==> src/rtl/core/bur_pkg.sv <==
// Shared types and constants for the buffered UART channel core.
`default_nettype none

package bur_pkg;

  localparam int DEPTH_DEFAULT = 64;

  localparam int ACT_W = 2;
  localparam logic [ACT_W-1:0] ACT_WRITE = 2'd0;
  localparam logic [ACT_W-1:0] ACT_READ  = 2'd1;
  localparam logic [ACT_W-1:0] ACT_LINE  = 2'd2;

  typedef struct packed {
    logic full;
    logic empty;
  } ring_stat_t;

endpackage

`default_nettype wire

==> src/rtl/core/bur_ring.sv <==
// Byte ring buffer: memory, wrap-tagged head/tail pointers, fill status.
`default_nettype none

module bur_ring #(
  parameter int DEPTH = bur_pkg::DEPTH_DEFAULT
) (
  input  logic                         clk,
  input  logic                         rst,
  input  logic                         push,
  input  logic [7:0]                   push_data,
  input  logic                         pop,
  output logic [7:0]                   pop_data,
  output bur_pkg::ring_stat_t          stat,
  output logic [$clog2(DEPTH+1)-1:0]   count
);
  import bur_pkg::*;

  localparam int AW = (DEPTH > 1) ? $clog2(DEPTH) : 1;
  localparam int PW = $clog2(2 * DEPTH);
  localparam int CW = $clog2(DEPTH + 1);

  logic [7:0]    mem [DEPTH];
  logic [PW-1:0] head;
  logic [PW-1:0] tail;
  logic [PW-1:0] head_next;
  logic [PW-1:0] tail_next;
  logic [AW-1:0] head_slot;
  logic [AW-1:0] tail_slot;
  logic [PW:0]   diff;

  function automatic logic [PW-1:0] ptr_inc(input logic [PW-1:0] p);
    ptr_inc = (p == PW'(2 * DEPTH - 1)) ? '0 : p + 1'b1;
  endfunction

  function automatic logic [AW-1:0] ptr_slot(input logic [PW-1:0] p);
    logic [PW-1:0] s;
    s = (p >= PW'(DEPTH)) ? p - PW'(DEPTH) : p;
    ptr_slot = s[AW-1:0];
  endfunction

  assign head_slot = ptr_slot(head);
  assign tail_slot = ptr_slot(tail);
  assign head_next = ptr_inc(head);
  assign tail_next = ptr_inc(tail);

  // pointers run modulo 2*DEPTH so full and empty stay distinct
  assign diff = {1'b0, tail} - {1'b0, head} + ((tail < head) ? (PW+1)'(2 * DEPTH) : '0);
  assign count = diff[CW-1:0];
  assign stat.full  = (count == CW'(DEPTH));
  assign stat.empty = (head == tail);

  always_ff @(posedge clk) begin
    if (rst) begin
      head <= '0;
      tail <= '0;
    end else begin
      if (push) tail <= tail_next;
      if (pop)  head <= head_next;
    end
  end

  always_ff @(posedge clk) begin
    if (push) mem[tail_slot] <= push_data;
  end

  always_ff @(posedge clk) begin
    if (pop) pop_data <= mem[head_slot];
  end

endmodule

`default_nettype wire

==> src/rtl/core/buffered_uart_channel_core.sv <==
// Top level of the buffered UART channel core.
// The core takes one item per cycle and returns exactly one result item for each, in the cycle
// after acceptance; the result sits in an output register, so a new item is taken whenever
// that register is empty or being drained in the same cycle. Each item touches at most one
// entry of each ring, read or written through a registered memory port, plus pointer
// compares. Counts, interrupt enables and fault on the result reflect the state after the
// item. An overrun on a line event latches fault, after which items are still consumed
// but change nothing until rst.
`default_nettype none

module buffered_uart_channel_core #(
  parameter int DEPTH = bur_pkg::DEPTH_DEFAULT
) (
  input  logic                        clk,
  input  logic                        rst,
  input  logic                        in_valid,
  output logic                        in_stall,
  input  logic [bur_pkg::ACT_W-1:0]   action,
  input  logic [7:0]                  host_byte,
  input  logic                        line_data_ready,
  input  logic                        line_tx_empty,
  input  logic                        line_overrun,
  input  logic [7:0]                  line_byte,
  output logic                        out_valid,
  input  logic                        out_stall,
  output logic                        write_accepted,
  output logic                        read_valid,
  output logic [7:0]                  read_byte,
  output logic                        rx_taken,
  output logic                        send_valid,
  output logic [7:0]                  send_byte,
  output logic                        rx_irq_enable,
  output logic                        tx_irq_enable,
  output logic                        fault,
  output logic [$clog2(DEPTH+1)-1:0]  rx_count,
  output logic [$clog2(DEPTH+1)-1:0]  tx_count
);
  import bur_pkg::*;

  logic       accept;
  logic       live;
  logic       rx_push;
  logic       rx_pop;
  logic       tx_push;
  logic       tx_pop;
  logic       rx_clear;
  logic       tx_clear;
  logic       ovr;
  logic [7:0] rx_rd;
  logic [7:0] tx_rd;
  ring_stat_t rx_stat;
  ring_stat_t tx_stat;

  logic fault_mark;
  logic rx_en;
  logic tx_en;
  logic w_acc;
  logic r_val;
  logic taken;
  logic s_val;

  assign in_stall = out_valid & out_stall;
  assign accept   = in_valid & ~in_stall;
  assign live     = accept & ~fault_mark;

  always_comb begin
    rx_push  = 1'b0;
    rx_pop   = 1'b0;
    tx_push  = 1'b0;
    tx_pop   = 1'b0;
    rx_clear = 1'b0;
    tx_clear = 1'b0;
    ovr      = 1'b0;
    unique case (action)
      ACT_WRITE: tx_push = live & ~tx_stat.full;
      ACT_READ:  rx_pop  = live & ~rx_stat.empty;
      ACT_LINE: begin
        ovr = live & line_overrun;
        if (live && !line_overrun) begin
          if (line_data_ready) begin
            rx_push  = ~rx_stat.full;
            rx_clear = rx_stat.full;
          end
          if (line_tx_empty) begin
            tx_pop   = ~tx_stat.empty;
            tx_clear = tx_stat.empty;
          end
        end
      end
      default: ;
    endcase
  end

  bur_ring #(.DEPTH(DEPTH)) u_rx_ring (
    .clk       (clk),
    .rst       (rst),
    .push      (rx_push),
    .push_data (line_byte),
    .pop       (rx_pop),
    .pop_data  (rx_rd),
    .stat      (rx_stat),
    .count     (rx_count)
  );

  bur_ring #(.DEPTH(DEPTH)) u_tx_ring (
    .clk       (clk),
    .rst       (rst),
    .push      (tx_push),
    .push_data (host_byte),
    .pop       (tx_pop),
    .pop_data  (tx_rd),
    .stat      (tx_stat),
    .count     (tx_count)
  );

  always_ff @(posedge clk) begin
    if (rst) begin
      fault_mark <= 1'b0;
      rx_en      <= 1'b1;
      tx_en      <= 1'b0;
    end else begin
      if (ovr) fault_mark <= 1'b1;
      if (rx_pop)        rx_en <= 1'b1;
      else if (rx_clear) rx_en <= 1'b0;
      if (tx_push)       tx_en <= 1'b1;
      else if (tx_clear) tx_en <= 1'b0;
    end
  end

  always_ff @(posedge clk) begin
    if (rst) begin
      out_valid <= 1'b0;
      w_acc     <= 1'b0;
      r_val     <= 1'b0;
      taken     <= 1'b0;
      s_val     <= 1'b0;
    end else if (accept) begin
      out_valid <= 1'b1;
      w_acc     <= tx_push;
      r_val     <= rx_pop;
      taken     <= rx_push;
      s_val     <= tx_pop;
    end else if (!out_stall) begin
      out_valid <= 1'b0;
    end
  end

  // ring state only moves on accept, so status taken straight from it is the post-item view
  assign write_accepted = w_acc;
  assign read_valid     = r_val;
  assign read_byte      = r_val ? rx_rd : 8'd0;
  assign rx_taken       = taken;
  assign send_valid     = s_val;
  assign send_byte      = s_val ? tx_rd : 8'd0;
  assign rx_irq_enable  = rx_en;
  assign tx_irq_enable  = tx_en;
  assign fault          = fault_mark;

endmodule

`default_nettype wire

==> config.mk <==
export PLATFORM = sky130hd
export DESIGN_NAME = buffered_uart_channel_core
export DESIGN_NICKNAME = d
export VERILOG_FILES = /design/src/rtl/core/bur_pkg.sv /design/src/rtl/core/bur_ring.sv /design/src/rtl/core/buffered_uart_channel_core.sv
export SDC_FILE = /design/constraint.sdc
export NUM_CORES = 1
export LEC_CHECK = 0
export BUFFER_PORTS_ARGS = -buffer_cell sky130_fd_sc_hd__buf_2
export CAP_MARGIN = 10
export CORE_ASPECT_RATIO = 0.5
export CORE_MARGIN = 3
export CORE_UTILIZATION = 40
export CTS_BUF_LIST = sky130_fd_sc_hd__clkbuf_16
export CTS_CLUSTER_DIAMETER = 150
export DETAILED_ROUTE_END_ITERATION = 12
export HOLD_SLACK_MARGIN = 0.05
export PLACE_DENSITY = 0.62
export SETUP_SLACK_MARGIN = 0.5
export SLEW_MARGIN = 25
export SYNTH_ARGS = -nofsm -noshare
export SYNTH_HDL_FRONTEND = slang
export SYNTH_HIERARCHICAL = 1
export SYNTH_SLANG_ARGS = --single-unit
==> constraint.sdc <==
create_clock -name clk -period 5.95 [get_ports clk]
set_clock_uncertainty 0.1 [all_clocks]
set_input_delay 1.19 -clock clk [delete_from_list [all_inputs] [get_ports clk]]
set_output_delay 1.19 -clock clk [all_outputs]
set_load 0.02 [all_outputs]
======== After elaboration in Yosys (flattened, before gate mapping) ========
Memory sizes are Yosys's and may differ from the RTL's. A register that Yosys moved wholly into a read port is not among the register bits.
Index checks and enable logic that the tools add are counted.
Widths: inputs -> output; s select.
cells by class
  add/sub/neg operators ................... 12
  magnitude comparators ................... 4
  equal/unequal tests ..................... 11
  mux-type cells .......................... 33
  bitwise operators ....................... 12
  reductions and logical operators ........ 5
operators with widths
  kind                 count
  $eq 7x7->1 const B   6
  $add 7x1->7 const B  4
  $ge 7x7->1 const B   4
  $mux 7               4
  $mux 6               4
  $sub 6x1->6 const B  4
  $mux 1               23
  $mux 8               2
  $add 7x7->7 const B  2
  $eq 7x7->1           2
  $sub 7x7->7          2
  $and 1x1->1          6
  $not 1->1            6
  $eq 2x1->1 const B   1
  $eq 2x2->1 const B   1
  $logic_not 2->1      1
  $ne 2x1->1 const B   1
  $reduce_bool 2->1    1
  $reduce_or 2->1      1
  $logic_and 1x1->1    1
  $logic_not 1->1      1
word-level totals
  bits in registers ....................... 36
  memory bits (writable) .................. 1024
  output and inout port bits .............. 39
  logic and storage cells ................. 91
  memories kept ........................... 2
memories
  memory         depth  width  read ports  clocked after Yosys merged registers in  wr ports  RTL line        RTL
  u_rx_ring.mem  64     8      1           1                                        1         bur_ring.sv:22  logic [7:0] mem [DEPTH];
  u_tx_ring.mem  64     8      1           1                                        1         bur_ring.sv:22

======== Depth between registers and ports, before layout ========
  depth in word-level cells ............... 9
  mapped depth ............................ 18
  gate-level depth less buffers ........... 17

======== Cells and area by module ========
Netlist, hierarchy kept.
by module, submodules not included
  module                      instances  cells each  area an instance (um^2)  seq. area each (um^2)
  bur_ring (u_tx_ring)        1          1062        21300.4                  15895.2
  bur_ring (u_rx_ring)        1          1069        21005.1                  15895.2
  buffered_uart_channel_core  1          56          486.7                    160.2

======== Worst setup path before layout ========
OpenSTA, ideal clock, no wires.
  path type ............................... register to register
  start ................................... register u_tx_ring.head[1]
  end ..................................... memory u_tx_ring.mem[42][0] (enable)
  library setup time ...................... 0.383 ns
  data arrival time ....................... 4.052 ns
  required time ........................... 5.467 ns
  slack ................................... 1.414 ns
  stages on the path, launching flop included .. 18
  path buffers ............................ 4
  period minus slack after synthesis ...... 4.536 ns
  cell sequence ........................... dfxtp_1 > buf_8 > clkbuf_8 > buf_2 > inv_2 > fa_1 > a21o_1 > a21oi_1 > o21bai_1 > a21oi_1 > xor2_1 > nor4b_1 > nor3_1 > nand3_1 > inv_1 > clkbuf_1 > nand4b_1 > nor3_1
RTL lines
  item                    RTL line        RTL
  from (decl)             bur_ring.sv:23  logic [PW-1:0] head;
  from (signal assigned)  bur_ring.sv:58  if (pop) head <= head_next;
  to (decl)               bur_ring.sv:22

==> summary.md <==
| Metric | Value |
|---|---|
| Via count | `21200` |
| Pleak | `between 10 and 15 nW` |
| First drt pass iteration count | `8` |
| Switching power | `2.92 mW` |
| Sw Ratio | `about a fifth` |
| Initial DRC Count | `2049` |
| Die span in y | `approximately 240 um` |
| Die Area | `0.111 mm^2` |
| Clock Power Share | `42.3%` |
| Max-slew violations | `0` |
| # setup viols final | `0` |
| Logic gate share of total power | `around 1.4%` |
| Buffers on Ports | `63` |
| Total Routing Usage GR | `17.8%` |
| H-tree Lvls | `3` |
| Type of the worst setup path | `reg2reg` |
| Minimum clock period | `~5000 ps` |
| WL/cell | `26.2 um` |
| Clock Tree Root | `clkbuf_16` |
| Count of cell types in the netlist | `71` |
| Post-CTS resize count | `0` |
| Critical Path Sink Type | `flop` |
| # rows | `between 80 and 90` |
| Power density over the cells | `309 mW/mm^2` |
| Skew-Pair Late Insertion Delay | `slightly below 700 ps` |
| Maximum vdd drop | `around 230 uV` |
| Area delta synth->final | `11.4%` |
| Vias/cell | `about 5.6` |
| Clock slew at reported path FFs | `70 ps` |
| Commonest non-fill, non-tap cell in the layout | `edfxtp_1` |
| CP Launch Type | `flop` |
| CTS sink cnt | `1076` |
| Final Hold Vio Count | `0` |
| Number of buffers created by CTS | `95` |
| Fill cell count | `8866` |
| Worst EP arrival | `5190 ps` |
| Ports | `between 60 and 70` |
| Core ar. | `0.106 mm^2` |
| Mapped cell area | `0.0428 mm^2` |
| Largest area contributor in the netlist | `edfxtp_1` |
| Antenna violations before repair | `3` |
| Slowest library cell on the worst path | `nor2_1` |
| Syn Nets | `2230` |
| Sequential Power Share | `56.3%` |
| Max Cap Viol | `0` |
| CP Max Fanout | `22` |
| Register area share after synthesis | `74.7%` |
| Layout cells sized above 1 | `roughly a fifth` |
| Syn Inst Count | `2187` |
| Int Power | `11.8 mW` |
| CP peak stage delay | `790 ps` |
| TritonCTS clock tree | `yes` |
| First-pass GRT wire length | `146000 um` |
| Placed wire-length estimate | `60400 um` |
| Run status | `finished clean` |
| Pin count of the biggest net entering global routing | `96` |
| Syn_area_per_cell | `19.6 um^2` |
| Post-synth EDFFs | `1040` |
| Chip width | `469 um` |
| Hold buffers post-CTS | `0` |
| Vias in the first global route | `21500` |
| Most frequent cells in the layout | `edfxtp_1, mux4_2, nor2_1, clkbuf_16, nand2_1` |
| Post-synth ARST share | `0%` |
| NumNets Final | `2331` |
| Slew @ Worst Pin | `1030 ps` |
| DRC errors left | `0` |
| Slew Limit Headroom | `31.3%` |
| Total gr overflow | `0` |
| YS warnings | `6` |
| Hold WS | `380 ps` |
| Routed wire length | `~99000 um` |
| Hold crit path type | `reg2reg` |
| Seq cells post-synth | `1076` |
| Critical Path RT | `just over 6000 ps` |
| Worst path cell trace | `inv_2 -> ha_1 -> nor2b_1 -> o21ai_1 -> a21oi_1 -> or4_1 -> nand3_1 -> nor4bb_1 -> nor2_1 -> nand3_1 -> nor2_1` |
| Synth top area share | `73.0%` |
| Prevailing post-synth register cell | `edfxtp_1` |
| Antenna viol nets, final | `0` |
| Starting density of the core | `40.5%` |
| Top cells by area, synth | `edfxtp_1, mux4_2, mux2i_1` |
| RSZ-0062 raised after global routing | `no` |
| CTS max path bufs | `3` |
| Final period util | `83.8%` |
| TNS Setup | `0 ps` |
| Postcts setup bufs | `0` |
| FMAX | `201 MHz` |
| Gpl congestion | `a little under 0.9` |
==> per-stage QoR <==
| step | utilization, % | area (um^2) | power (mW) | setup slack (ps) | std cells |
|---|---|---|---|---|---|
| 2_1_floorplan | - | 42800 | 8.51 | 1410 | 2187 |
| 3_3_place_gp | 42.1 | 44500 | 8.68 | 1150 | 3610 |
| 3_5_place_dp | 42.1 | 44500 | 8.68 | 998 | 3610 |
| 4_1_cts | 45.1 | 47700 | 14.9 | 929 | 3786 |
| 5_1_grt | 45.1 | 47700 | 15.2 | 677 | 3786 |
| 6_report | 45.1 | 47700 | 14.8 | 964 | 3787 |
==> power groups by stage <==
stage	sequential [mW]	clock, mW	combinational (mW)
finish	8.30	6.24	0.209
global route	8.30	6.69	0.225
CTS	8.30	6.40	0.215
detailed placement	8.47	0	0.215
global placement	8.47	0	0.211
floorplan	8.47	0	0.0418
==> cells by family after synthesis <==
family / count (synthesis) / share of synthesized area (%)
AOI/OAI and AO/OA: 203 / 3.35
and+or+nand+nor: 410 / 4.49
muxes: 316 / 14.3
DFF: 1076 / 74.7
adders and majority gates: 18 / 0.561
buffers and inverters: 138 / 2.12
xor gates and xnor gates: 26 / 0.532
==> cells in the mapped netlist, types with 11 or more instances <==
library cell,number
clkbuf_1,30
nand2_1,80
edfxtp_1,1040
nor2b_1,11
nor2_1,178
xnor2_1,15
inv_1,26
and2_1,20
a22oi_1,42
clkbuf_8,13
mux4_1,27
nand3_1,36
o21ai_0,16
dfxtp_1,36
mux4_2,199
mux2_2,16
buf_2,30
o221ai_1,22
nand4_1,12
xor2_1,11
mux2i_1,74
o22ai_1,19
nor3_1,32
buf_6,15
ha_1,16
a21oi_1,48
==> final cells by class <==
type,instances,area [um^2],share of cell area [%]
timing repair buffer,113,714,1.50
clock buffer,97,2430,5.09
tap,1419,1780,3.72
inverter,29,109,0.228
multi-input combinational,973,9940,20.8
sequential,1076,32000,67.0
clock inverter,79,741,1.55
antenna,1,2.50,0.00525
==> flip-flops by register name, indices dropped and copies added (netlist names) <==
register / cells
u_tx_ring/mem: 512
send_valid: 1
u_rx_ring/pop_data: 8
u_tx_ring/head: 7
u_rx_ring/head: 7
u_tx_ring/pop_data: 8
fault: 1
tx_irq_enable: 1
u_tx_ring/tail: 7
write_accepted: 1
u_rx_ring/tail: 7
out_valid: 1
u_rx_ring/mem: 512
rx_irq_enable: 1
rx_taken: 1
read_valid: 1
==> critical path, delay by kind of cell, from the launching register on <==
family,cells,cell delay (ps)
adder cells (fa/ha/maj),1,350
AO/OA/AOI/OAI,2,300
buffers and inverters,1,210
AND/OR/NAND/NOR,7,3010
flip-flops,1,610
==> worst paths after layout <==
path,cells after the start,from,slack (ps),to
worst min-delay path,1,rx_irq_enable$_SDFFE_PP1P_,380,rx_irq_enable$_SDFFE_PP1P_
worst max register to register,11,u_rx_ring/head[1]$_SDFFE_PP0P_,960,u_rx_ring/mem[3][0]$_DFFE_PP_
worst max-delay path,11,u_rx_ring/head[1]$_SDFFE_PP0P_,960,u_rx_ring/mem[3][0]$_DFFE_PP_
worst min register to register,1,rx_irq_enable$_SDFFE_PP1P_,380,rx_irq_enable$_SDFFE_PP1P_
==> per-layer routing <==
| layer | vias to the layer above | wire length, um | track usage [%] |
|---|---|---|---|
| li1 | 9141 | - | - |
| met1 | 11100 | 42400 | 25.0 |
| met2 | 772 | 47600 | 28.4 |
| met3 | 157 | 6610 | 3.51 |
| met4 | 2 | 2630 | 5.12 |
| met5 | - | 13 | 0 |
Power figures use the tool's default switching activity.
